--- src/rtl/core/double_ended_queue_defines.svh ---
// Assertion macros shared by the deque RTL.
// Each macro expects clk and arst_n in the scope where it is used.
`ifndef DOUBLE_ENDED_QUEUE_DEFINES_SVH
`define DOUBLE_ENDED_QUEUE_DEFINES_SVH

// The consequent must hold in the same cycle as the antecedent.
`define DEQ_ASSERT_SAME(label, ante, cons, msg) \
	label: assert property (@(posedge clk) disable iff (!arst_n) (ante) |-> (cons)) \
		else $error(msg);

// The consequent must hold in the cycle after the antecedent.
`define DEQ_ASSERT_NEXT(label, ante, cons, msg) \
	label: assert property (@(posedge clk) disable iff (!arst_n) (ante) |=> (cons)) \
		else $error(msg);

`endif

--- src/rtl/core/deq_pkg.sv ---
`timescale 1ns / 1ps

package deq_pkg;

	// Default ring depth and the width of one stored value.
	localparam int DEQ_DEPTH = 64;
	localparam int DATA_W    = 32;

	// Operation codes carried in the opcode field.
	typedef enum logic [2:0] {
		OP_PUSH_FRONT = 3'd0,
		OP_PUSH_BACK  = 3'd1,
		OP_POP_FRONT  = 3'd2,
		OP_POP_BACK   = 3'd3,
		OP_PEEK       = 3'd4,
		OP_DUMP       = 3'd5
	} deq_op_t;

	// Status codes returned with every result.
	typedef enum logic [1:0] {
		ST_OK    = 2'd0,
		ST_EMPTY = 2'd1,
		ST_FULL  = 2'd2
	} deq_status_t;

	// Control states of the deque sequencer.
	typedef enum logic {
		S_IDLE,
		S_DUMP
	} deq_state_t;

	// Request payload.
	typedef struct packed {
		logic [2:0]               opcode;
		logic signed [DATA_W-1:0] value;
	} deq_req_t;

	// Response payload.
	typedef struct packed {
		logic [1:0]               status;
		logic signed [DATA_W-1:0] data;
		logic                     last;
	} deq_rsp_t;

endpackage

--- src/rtl/core/double_ended_queue.sv ---
`timescale 1ns / 1ps
// Channel   Direction  Handshake             Payload
// request   in         req_valid/req_ready   req (deq_req_t: opcode, value)
// response  out        rsp_valid/rsp_ready   rsp (deq_rsp_t: status, data, last)
//
// Pushes and every empty or full reply are loaded straight into the response register;
// pops and peek first pass through the registered read of the ring memory.
// A dump streams one response per cycle, one per stored entry, while responses do not stall.
// Requests are taken one at a time; a new one is accepted once the previous one
// has left the read stage and the response register is free or being drained.
// Reset clears the pointers, the count and all valid flags; memory is not cleared.
// A stalled response holds the read stage and the dump sequencer in place.

`include "double_ended_queue_defines.svh"

module double_ended_queue
	import deq_pkg::*;
#(
	parameter int DEPTH = DEQ_DEPTH
) (
	input  logic     clk,
	input  logic     arst_n,
	input  logic     req_valid,
	output logic     req_ready,
	input  deq_req_t req,
	output logic     rsp_valid,
	input  logic     rsp_ready,
	output deq_rsp_t rsp
);

	localparam int PW = $clog2(DEPTH);
	localparam int CW = $clog2(DEPTH + 1);
	localparam logic [PW:0]   DEPTH_W = (PW + 1)'(DEPTH);
	localparam logic [CW-1:0] DEPTH_C = CW'(DEPTH);
	localparam logic [PW-1:0] LAST_P  = PW'(DEPTH - 1);

	// Ring position of an offset from a base pointer.
	function automatic logic [PW-1:0] ring_pos(input logic [PW-1:0] base,
			input logic [PW-1:0] off);
		logic [PW:0] sum;
		sum = {1'b0, base} + {1'b0, off};
		if (sum >= DEPTH_W) begin
			sum = sum - DEPTH_W;
		end
		return sum[PW-1:0];
	endfunction

	deq_state_t state_q, state_d;
	logic [PW-1:0] front_q, front_d;
	logic [CW-1:0] count_q, count_d;
	logic [CW-1:0] count_dec;
	logic [PW-1:0] dump_idx_q;
	logic          v_s1, last_s1;
	logic          rsp_valid_q;
	deq_rsp_t      rsp_q;

	logic accept, rsp_free, full, empty;
	logic dump_issue, dump_last;
	logic wr_en, rd_en, load_direct;
	logic [PW-1:0] wr_addr, rd_addr;
	logic signed [DATA_W-1:0] rd_data;
	deq_rsp_t direct_rsp;

	assign accept    = req_valid && req_ready;
	assign rsp_free  = !rsp_valid_q || rsp_ready;
	assign full      = (count_q == DEPTH_C);
	assign empty     = (count_q == '0);
	assign count_dec = count_q - CW'(1);
	assign dump_last = (dump_idx_q == count_dec[PW-1:0]);

	// Sequencer next state.
	always_comb begin
		state_d = state_q;
		case (state_q)
			S_IDLE: begin
				if (accept && req.opcode == OP_DUMP && !empty) begin
					state_d = S_DUMP;
				end
			end
			S_DUMP: begin
				if (dump_issue && dump_last) begin
					state_d = S_IDLE;
				end
			end
			default: state_d = S_IDLE;
		endcase
	end

	// Sequencer outputs.
	always_comb begin
		req_ready  = 1'b0;
		dump_issue = 1'b0;
		case (state_q)
			S_IDLE: req_ready = !v_s1 && rsp_free;
			S_DUMP: dump_issue = !v_s1 || rsp_free;
			default: ;
		endcase
	end

	// Operation decode: pointer updates, memory accesses and direct replies.
	always_comb begin
		front_d     = front_q;
		count_d     = count_q;
		wr_en       = 1'b0;
		wr_addr     = front_q;
		rd_en       = 1'b0;
		rd_addr     = front_q;
		load_direct = 1'b0;
		direct_rsp  = '{status: ST_OK, data: '0, last: 1'b1};
		if (accept) begin
			case (req.opcode)
				OP_PUSH_FRONT, OP_PUSH_BACK: begin
					load_direct = 1'b1;
					if (full) begin
						direct_rsp.status = ST_FULL;
					end else begin
						wr_en   = 1'b1;
						count_d = count_q + CW'(1);
						if (req.opcode == OP_PUSH_FRONT) begin
							front_d = (front_q == '0) ? LAST_P : front_q - PW'(1);
							wr_addr = front_d;
						end else begin
							wr_addr = ring_pos(front_q, count_q[PW-1:0]);
						end
					end
				end
				OP_POP_FRONT, OP_POP_BACK, OP_PEEK: begin
					if (empty) begin
						load_direct       = 1'b1;
						direct_rsp.status = ST_EMPTY;
					end else begin
						rd_en = 1'b1;
						if (req.opcode == OP_POP_BACK) begin
							rd_addr = ring_pos(front_q, count_dec[PW-1:0]);
							count_d = count_dec;
						end else if (req.opcode == OP_POP_FRONT) begin
							front_d = (front_q == LAST_P) ? '0 : front_q + PW'(1);
							count_d = count_dec;
						end
					end
				end
				OP_DUMP: begin
					if (empty) begin
						load_direct       = 1'b1;
						direct_rsp.status = ST_EMPTY;
					end
				end
				default: ;
			endcase
		end else if (dump_issue) begin
			rd_en   = 1'b1;
			rd_addr = ring_pos(front_q, dump_idx_q);
		end
	end

	deq_store #(
		.DEPTH  (DEPTH),
		.ADDR_W (PW)
	) u_store (
		.clk     (clk),
		.wr_en   (wr_en),
		.wr_addr (wr_addr),
		.wr_data (req.value),
		.rd_en   (rd_en),
		.rd_addr (rd_addr),
		.rd_data (rd_data)
	);

	// Control registers: state, pointers, read stage and response valid.
	always_ff @(posedge clk or negedge arst_n) begin
		if (!arst_n) begin
			state_q     <= S_IDLE;
			front_q     <= '0;
			count_q     <= '0;
			dump_idx_q  <= '0;
			v_s1        <= 1'b0;
			last_s1     <= 1'b0;
			rsp_valid_q <= 1'b0;
		end else begin
			state_q <= state_d;
			front_q <= front_d;
			count_q <= count_d;
			if (accept) begin
				dump_idx_q <= '0;
			end else if (dump_issue) begin
				dump_idx_q <= dump_idx_q + PW'(1);
			end
			if (rd_en) begin
				v_s1    <= 1'b1;
				last_s1 <= (state_q == S_DUMP) ? dump_last : 1'b1;
			end else if (v_s1 && rsp_free) begin
				v_s1 <= 1'b0;
			end
			if (load_direct || (v_s1 && rsp_free)) begin
				rsp_valid_q <= 1'b1;
			end else if (rsp_ready) begin
				rsp_valid_q <= 1'b0;
			end
		end
	end

	// Response payload register.
	always_ff @(posedge clk) begin
		if (load_direct) begin
			rsp_q <= direct_rsp;
		end else if (v_s1 && rsp_free) begin
			rsp_q <= '{status: ST_OK, data: rd_data, last: last_s1};
		end
	end

	assign rsp_valid = rsp_valid_q;
	assign rsp       = rsp_q;

	// The entry count never goes beyond the ring depth.
	`DEQ_ASSERT_SAME(a_count_bound, 1'b1, count_q <= DEPTH_C, "entry count exceeds depth")
	// A dump leaves the queue contents and pointers alone.
	`DEQ_ASSERT_NEXT(a_dump_stable, state_q == S_DUMP,
		$stable(count_q) && $stable(front_q), "queue changed during dump")
	// A push on a full queue is answered directly from the response register with a full status.
	`DEQ_ASSERT_NEXT(a_push_full, accept && full &&
		(req.opcode == OP_PUSH_FRONT || req.opcode == OP_PUSH_BACK),
		rsp_valid_q && rsp_q.status == ST_FULL && rsp_q.last, "full push not rejected")

endmodule

--- src/rtl/core/deq_store.sv ---
`timescale 1ns / 1ps

module deq_store
	import deq_pkg::*;
#(
	parameter int DEPTH  = DEQ_DEPTH,
	parameter int ADDR_W = $clog2(DEQ_DEPTH)
) (
	input  logic                     clk,
	input  logic                     wr_en,
	input  logic [ADDR_W-1:0]        wr_addr,
	input  logic signed [DATA_W-1:0] wr_data,
	input  logic                     rd_en,
	input  logic [ADDR_W-1:0]        rd_addr,
	output logic signed [DATA_W-1:0] rd_data
);

	// Ring storage; contents are undefined until a push writes them.
	logic signed [DATA_W-1:0] mem [DEPTH];

	// Write port.
	always_ff @(posedge clk) begin
		if (wr_en) begin
			mem[wr_addr] <= wr_data;
		end
	end

	// Registered read port; the data holds until the next read.
	always_ff @(posedge clk) begin
		if (rd_en) begin
			rd_data <= mem[rd_addr];
		end
	end

endmodule
--- config.mk ---
export PLATFORM = sky130hd
export DESIGN_NAME = double_ended_queue
export DESIGN_NICKNAME = d
export VERILOG_FILES = /design/src/rtl/core/deq_pkg.sv /design/src/rtl/core/double_ended_queue.sv /design/src/rtl/core/deq_store.sv
export VERILOG_INCLUDE_DIRS = /design/src /design/src/rtl/core
export SDC_FILE = /design/constraint.sdc
export NUM_CORES = 2
export LEC_CHECK = 0
export ABC_AREA = 1
export ABC_CLOCK_PERIOD_IN_PS = 9700
export BUFFER_PORTS_ARGS = -buffer_cell sky130_fd_sc_hd__buf_2
export CORE_ASPECT_RATIO = 0.7
export CORE_MARGIN = 5
export CORE_UTILIZATION = 60
export DETAILED_ROUTE_END_ITERATION = 16
export MAX_ROUTING_LAYER = met4
export PLACE_DENSITY = 0.76
export RECOVER_POWER = 50
export SLEW_MARGIN = 30
export SYNTH_ARGS = -nofsm -noshare
export SYNTH_HDL_FRONTEND = slang
export SYNTH_HIERARCHICAL = 1
export SYNTH_SLANG_ARGS = --single-unit
--- constraint.sdc ---
create_clock -name clk -period 9.7 [get_ports clk]
set_input_delay 1.455 -clock clk [delete_from_list [all_inputs] [get_ports clk]]
set_output_delay 1.455 -clock clk [all_outputs]
set_load 0.03 [all_outputs]
==> Word level (Yosys, flattened, before mapping) <==
Memory sizes are Yosys's and may differ from the RTL's. A register that Yosys moved wholly into a read port is not among the register bits.
Index checks and enable logic that the tools add are counted.
{ "classes": {"add_sub_neg": 11, "order_cmp": 3, "eq_ne": 14, "muxes": 55, "bitwise": 1, "n_reduce_logical": 25} }
{ "ops": {"columns": ["cell", "n"], "rows": [
  ["$mux W6", 21],
  ["$mux W35", 2],
  ["$mux W7", 4],
  ["$sub A6 B1 Y6 const B", 4],
  ["$add A6 B6 Y7", 3],
  ["$ge A7 B7 Y1 const B", 3],
  ["$mux W1", 21],
  ["$pmux W7 S2", 1],
  ["$add A6 B1 Y6 const B", 2],
  ["$pmux W6 S2", 1],
  ["$ne A2 B2 Y1 const B", 5],
  ["$reduce_bool A2 Y1", 5],
  ["$add A7 B1 Y7 const B", 1],
  ["$eq A7 B7 Y1 const B", 1],
  ["$logic_not A7 Y1", 1],
  ["$reduce_and A7 Y1", 1],
  ["$sub A7 B1 Y7 const B", 1],
  ["$eq A3 B2 Y1 const B", 2],
  ["$eq A3 B3 Y1 const B", 2],
  ["$eq A6 B6 Y1", 1],
  ["$eq A6 B6 Y1 const B", 1],
  ["$logic_and A1 B1 Y1", 6],
  ["$logic_not A6 Y1", 1],
  ["$reduce_and A5 Y1", 1],
  ["other kinds (12)", 18]
]} }
{ "totals": {"ff_bits": 58, "mem_bits_rw": 2048, "mem_count": 1} }
{ "memory_table": {"columns": ["memory", "depth", "width", "read_ports", "rd_ports_with_merged_regs", "write_ports", "line", "text"], "rows": [
  ["u_store.mem", 64, 32, 1, 1, 1, "deq_store.sv:19", "logic signed [DATA_W-1:0] mem [DEPTH];"]
]} }

==> Logic depth before layout (Yosys ltp) <==
{ "depth": {"word_depth": 9, "ltp_mapped": 23, "ltp_nobuf": 18} }

==> Hierarchy <==
The synthesis kept the hierarchy.
{ "by_module_without_submodules": {"columns": ["mod", "n_inst", "cells_per_inst", "area_each_um2"], "rows": [
  ["deq_store", 1, 6769, 83058.4],
  ["double_ended_queue", 1, 563, 4033.9]
]} }

==> Least setup slack after synthesis <==
OpenSTA, ideal clock, no wires.
{ "synth_path": {"path_kind": "in2reg", "start": "input rsp_ready", "end": "memory u_store.mem[50][0], enable pin", "arrival_ns": 6.018, "setup_slack_ns": 3.180, "stages": 14, "path_buffers": 2, "cell_sequence": "inv_2 > nand2_4 > nand2_2 > nor2_4 > nand2_2 > clkinv_2 > nand2_1 > inv_2 > buf_6 > o211ai_1 > o21ai_1 > clkbuf_1 > inv_1 > nor4_1"} }
{ "synth_between": {"elab_chain_cells": 7, "elab_cells_between_ends": 8} }
{ "synth_lines": {"columns": ["element", "line", "text"], "rows": [
  ["start, declared", "double_ended_queue.sv:27", "input logic rsp_ready,"],
  ["$logic_or A1 B1 Y1", "double_ended_queue.sv:65", "assign rsp_free = !rsp_valid_q || rsp_ready;"],
  ["$logic_and A1 B1 Y1", "double_ended_queue.sv:94", "S_IDLE: req_ready = !v_s1 && rsp_free;"],
  ["$mux W1", "double_ended_queue.sv:93", "case (state_q)"],
  ["named net req_ready", "double_ended_queue.sv:24", "output logic req_ready,"],
  ["$logic_and A1 B1 Y1", "double_ended_queue.sv:64", "assign accept = req_valid && req_ready;"],
  ["$mux W1", "double_ended_queue.sv:110", "if (accept) begin"],
  ["named net wr_en", "double_ended_queue.sv:59", "logic wr_en, rd_en, load_direct;"],
  ["$mux W1", "deq_store.sv:23", "if (wr_en) begin"],
  ["$mux W1 (not written as such)", "deq_store.sv:24", "mem[wr_addr] <= wr_data;"],
  ["end, declared", "deq_store.sv:19", null]
]} }
The timed path passes the listed nets, and every way through them passes these cells.

==> Worst setup path after layout <==
{ "layout_path": {"start": "register v_s1", "end": "memory u_store.mem[60][28], enable pin"} }
{ "layout_between": {"elab_cells_between_ends": 8} }
{ "layout_lines": {"columns": ["element", "line", "text"], "rows": [
  ["start, declared", "double_ended_queue.sv:53", "logic v_s1, last_s1;"],
  ["start signal, assigned", "double_ended_queue.sv:176", "v_s1 <= 1'b0;"],
  ["start signal, assigned", "double_ended_queue.sv:189", "v_s1 <= 1'b1;"],
  ["start signal, assigned", "double_ended_queue.sv:192", "v_s1 <= 1'b0;"],
  ["$logic_not A1 Y1", "double_ended_queue.sv:94", null],
  ["$logic_and A1 B1 Y1", "double_ended_queue.sv:94", null],
  ["$mux W1", "double_ended_queue.sv:93", null],
  ["$logic_and A1 B1 Y1", "double_ended_queue.sv:64", null],
  ["$mux W6", "double_ended_queue.sv:110", null],
  ["named net wr_addr[2]", "double_ended_queue.sv:60", "logic [PW-1:0] wr_addr, rd_addr;"]
]} }
The timed path passes the listed nets, and every way through them passes these cells.

==> results.json <==
{
  "status": "finished, violations left",
  "violations": "capacitance limit, slew limit",
  "routabilityCongestion": 0.935,
  "die_x_um": 465,
  "syn_to_final_growth_pct": 9.33,
  "numCtsBuffers": 185,
  "cts.sinks": 2138,
  "clk_pin_slew_ns": 0.07,
  "ant_nets": 0,
  "grt_max_degree": 215,
  "yosys-top-cells-count": "nand2_1, edfxtp_1, nand3_1, buf_2",
  "layout.nets": 7334,
  "post-cts-setup-buffers": 0,
  "path_depth": 12,
  "cp-start-kind": "flop",
  "avgViaCountPerCell": 6.39,
  "detail_route.wl_per_cell_um": 26.9,
  "grt_usage": 0.334,
  "ys_seq_elements": 2138,
  "finalClockSkew_ns": 0.0325,
  "yosys-top-cells-area": "edfxtp_1, nand3_1, nand2_1, buf_2, dfxtp_1",
  "ioPinCount": 76,
  "clk-insertion-delay-late_ns": 0.82,
  "synth_most_common_cell": "nand2_1",
  "rr_endpoint": "u_store/mem[60][28]",
  "rows": 117,
  "cts_resized": 0,
  "portBuffers": 75,
  "syn_avg_cell_area_um2": 11.9,
  "drive_gt1_frac": 0.0701,
  "criticalPathCategory": "flop to flop",
  "drt_iter0_drc": 10100,
  "synth_ff_type": "edfxtp_1",
  "postCtsHoldBufs": 0,
  "path_buf_inv": 5,
  "synth_cells": 7332,
  "setup_viol": 0,
  "overflow": 0,
  "synth_enable_flop_cells": 2082,
  "crit_path_cell_trace": "clkbuf_1 -> clkinv_1 -> nand2_1 -> nor2_4 -> nand2_1 -> clkinvlp_2 -> nand2_1 -> inv_2 -> o21ai_1 -> nand4_1 -> nor2_4 -> buf_4",
  "synth_area_leader_cell": "edfxtp_1",
  "wirelength_um": 251000,
  "whs_endpoint": "rsp[3]",
  "r2r_cells": 12,
  "h-tree-depth": 4,
  "fin_crit_sh": 0.739,
  "syn_nets": 7399,
  "min_period_ns": 7.17,
  "rsz0062_at_grt": "no",
  "r2r-start": "v_s1",
  "num-fill-cells": 10100,
  "syn_area_um2": 87100,
  "tns_ns": 0,
  "hold_path_startpoint": "rsp[3]",
  "die-area_um2": 153000,
  "yosysWarnings": 6,
  "cpLargestDelayFamily": "simple AND/OR/NAND/NOR gates",
  "dr.pass1.iters": 10,
  "cp_slowest_cell": "clkbuf_1",
  "maxCapViolations": 35,
  "async_reset_ff_frac": 0.0108,
  "ys_types": 41,
  "synth_top_area_share": 0.718,
  "finalMaxSlewViolations": 2153,
  "cp-end-kind": "flop",
  "die_h_um": 329,
  "min_path_cells": 2,
  "max_freq_ghz": 0.139,
  "cts_tree": "built",
  "drc": 0,
  "crit_path_frequent_cell": "nand2_1",
  "grt_pass1_wl_um": 367000,
  "hold_class": "flop to flop",
  "whs_ns": 0.460,
  "ys_seq_area_frac": 0.732,
  "worstPathRequired_ns": 10.16,
  "cp.arrival_ns": 7.63,
  "num_vias": 59600,
  "r2r_slack_ns": 2.53,
  "antenna_found_initial": 14,
  "grt_pass1_vias": 56200,
  "core_area_um2": 145000,
  "final_util": 0.658,
  "cp_slowest_stage_delay_ns": 1.33,
  "dp_hpwl_um": 132000,
  "critPathMaxFanout": 36,
  "hold_viol": 0,
  "start_util": 0.602,
  "cts_buffer_depth": 3,
  "worst_pin_slew_ns": 3.81,
  "max-slew-margin-rel": -1.54,
  "clock_tree.root_cell": "clkbuf_16"
}
## worst min-delay path, stage by stage (launching register included)
cell	delay [ns]
dfxtp_1	0.31
nand2_1	0.06
a21oi_1	0.05
## cells by family (layout without fill, tap and decap cells)
logic type,count (synthesis),count (layout),share of synthesized area
adder cells (fa/ha/maj),28,28,0.00428
flip-flops,2138,2138,0.732
AND/OR/NAND/NOR,4512,4512,0.225
buffers and inverters,533,618,0.0302
other,0,12,0
AO/OA/AOI/OAI,107,107,0.00705
XOR/XNOR,14,14,0.00141
## per-stage QoR
step,cells,setup slack (ns),instance area (µm²)
3_5_place_dp,8984,3.06,89600
5_1_grt,9331,2.45,95200
6_report,9333,2.53,95200
3_3_place_gp,8967,3.25,89200
2_1_floorplan,7332,3.18,87100
4_1_cts,9321,3.64,95400
## how the worst max path moves through the flow
stage	startpoint	to	slack, ns
after global placement	rsp_ready	u_store/rd_data[20]	3.25
after detailed placement	rsp_ready	u_store/rd_data[20]	3.06
after global routing	v_s1	u_store/mem[61][30]	2.45
after CTS	count_q[0]	u_store/rd_data[20]	3.64
after floorplan	rsp_ready	u_store/mem[50][0]	3.18
final	v_s1	u_store/mem[60][28]	2.53
## area by class of cell
cell class | instances | area (µm²) | share of cell area
clock buffers | 254 | 5140 | 0.0540
repair buffers | 221 | 1850 | 0.0194
clock inverters | 83 | 637 | 0.00669
diodes | 12 | 30.0 | 0.000315
multi-input cells | 4661 | 21200 | 0.222
inverters | 60 | 268 | 0.00281
well taps | 1904 | 2380 | 0.0250
flip-flops and latches | 2138 | 63800 | 0.670
## layout by cell type (no fill, tap or decap), types with 9 or more instances in the layout
cell       Yosys  routed
a21oi_1       57      58
buf_12         0      18
buf_16         0      14
buf_2        288      62
buf_4         48      78
bufinv_16      0       9
clkbuf_1      86     100
clkbuf_16      0     194
clkinv_1       2      46
clkinv_2       1      25
dfrtp_1       23      23
dfxtp_1       33      33
diode_2        0      12
edfxtp_1    2082    2082
ha_1          25      25
inv_1         47      46
nand2_1     2384    2383
nand3_1     1985    1984
nand4_1       18      18
nor2_1        86      32
nor2_4         3      58
o21ai_0       21      30
xor2_1        11      11
## state kept, by name, summed over array words and instances (netlist names)
signal / cells
u_store/mem: 2048
rsp: 35
u_store/rd_data: 32
count_q: 7
dump_idx_q: 6
front_q: 6
last_s1: 1
rsp_valid: 1
state_q: 1
v_s1: 1
## per-layer routing
| metal | GRT usage | vias to the layer above | share of wire |
|---|---|---|---|
| met2 | 0.468 | 4542 | 0.43 |
| met3 | 0.109 | 543 | 0.17 |
| met5 | - | - | 0 |
| met4 | 0.115 | 0 | 0.038 |
| met1 | 0.464 | 28700 | 0.36 |
| li1 | - | 25900 | - |
Power is not shown: default switching activity piles up to over one toggle a cycle in this logic, so the estimate is an artifact.
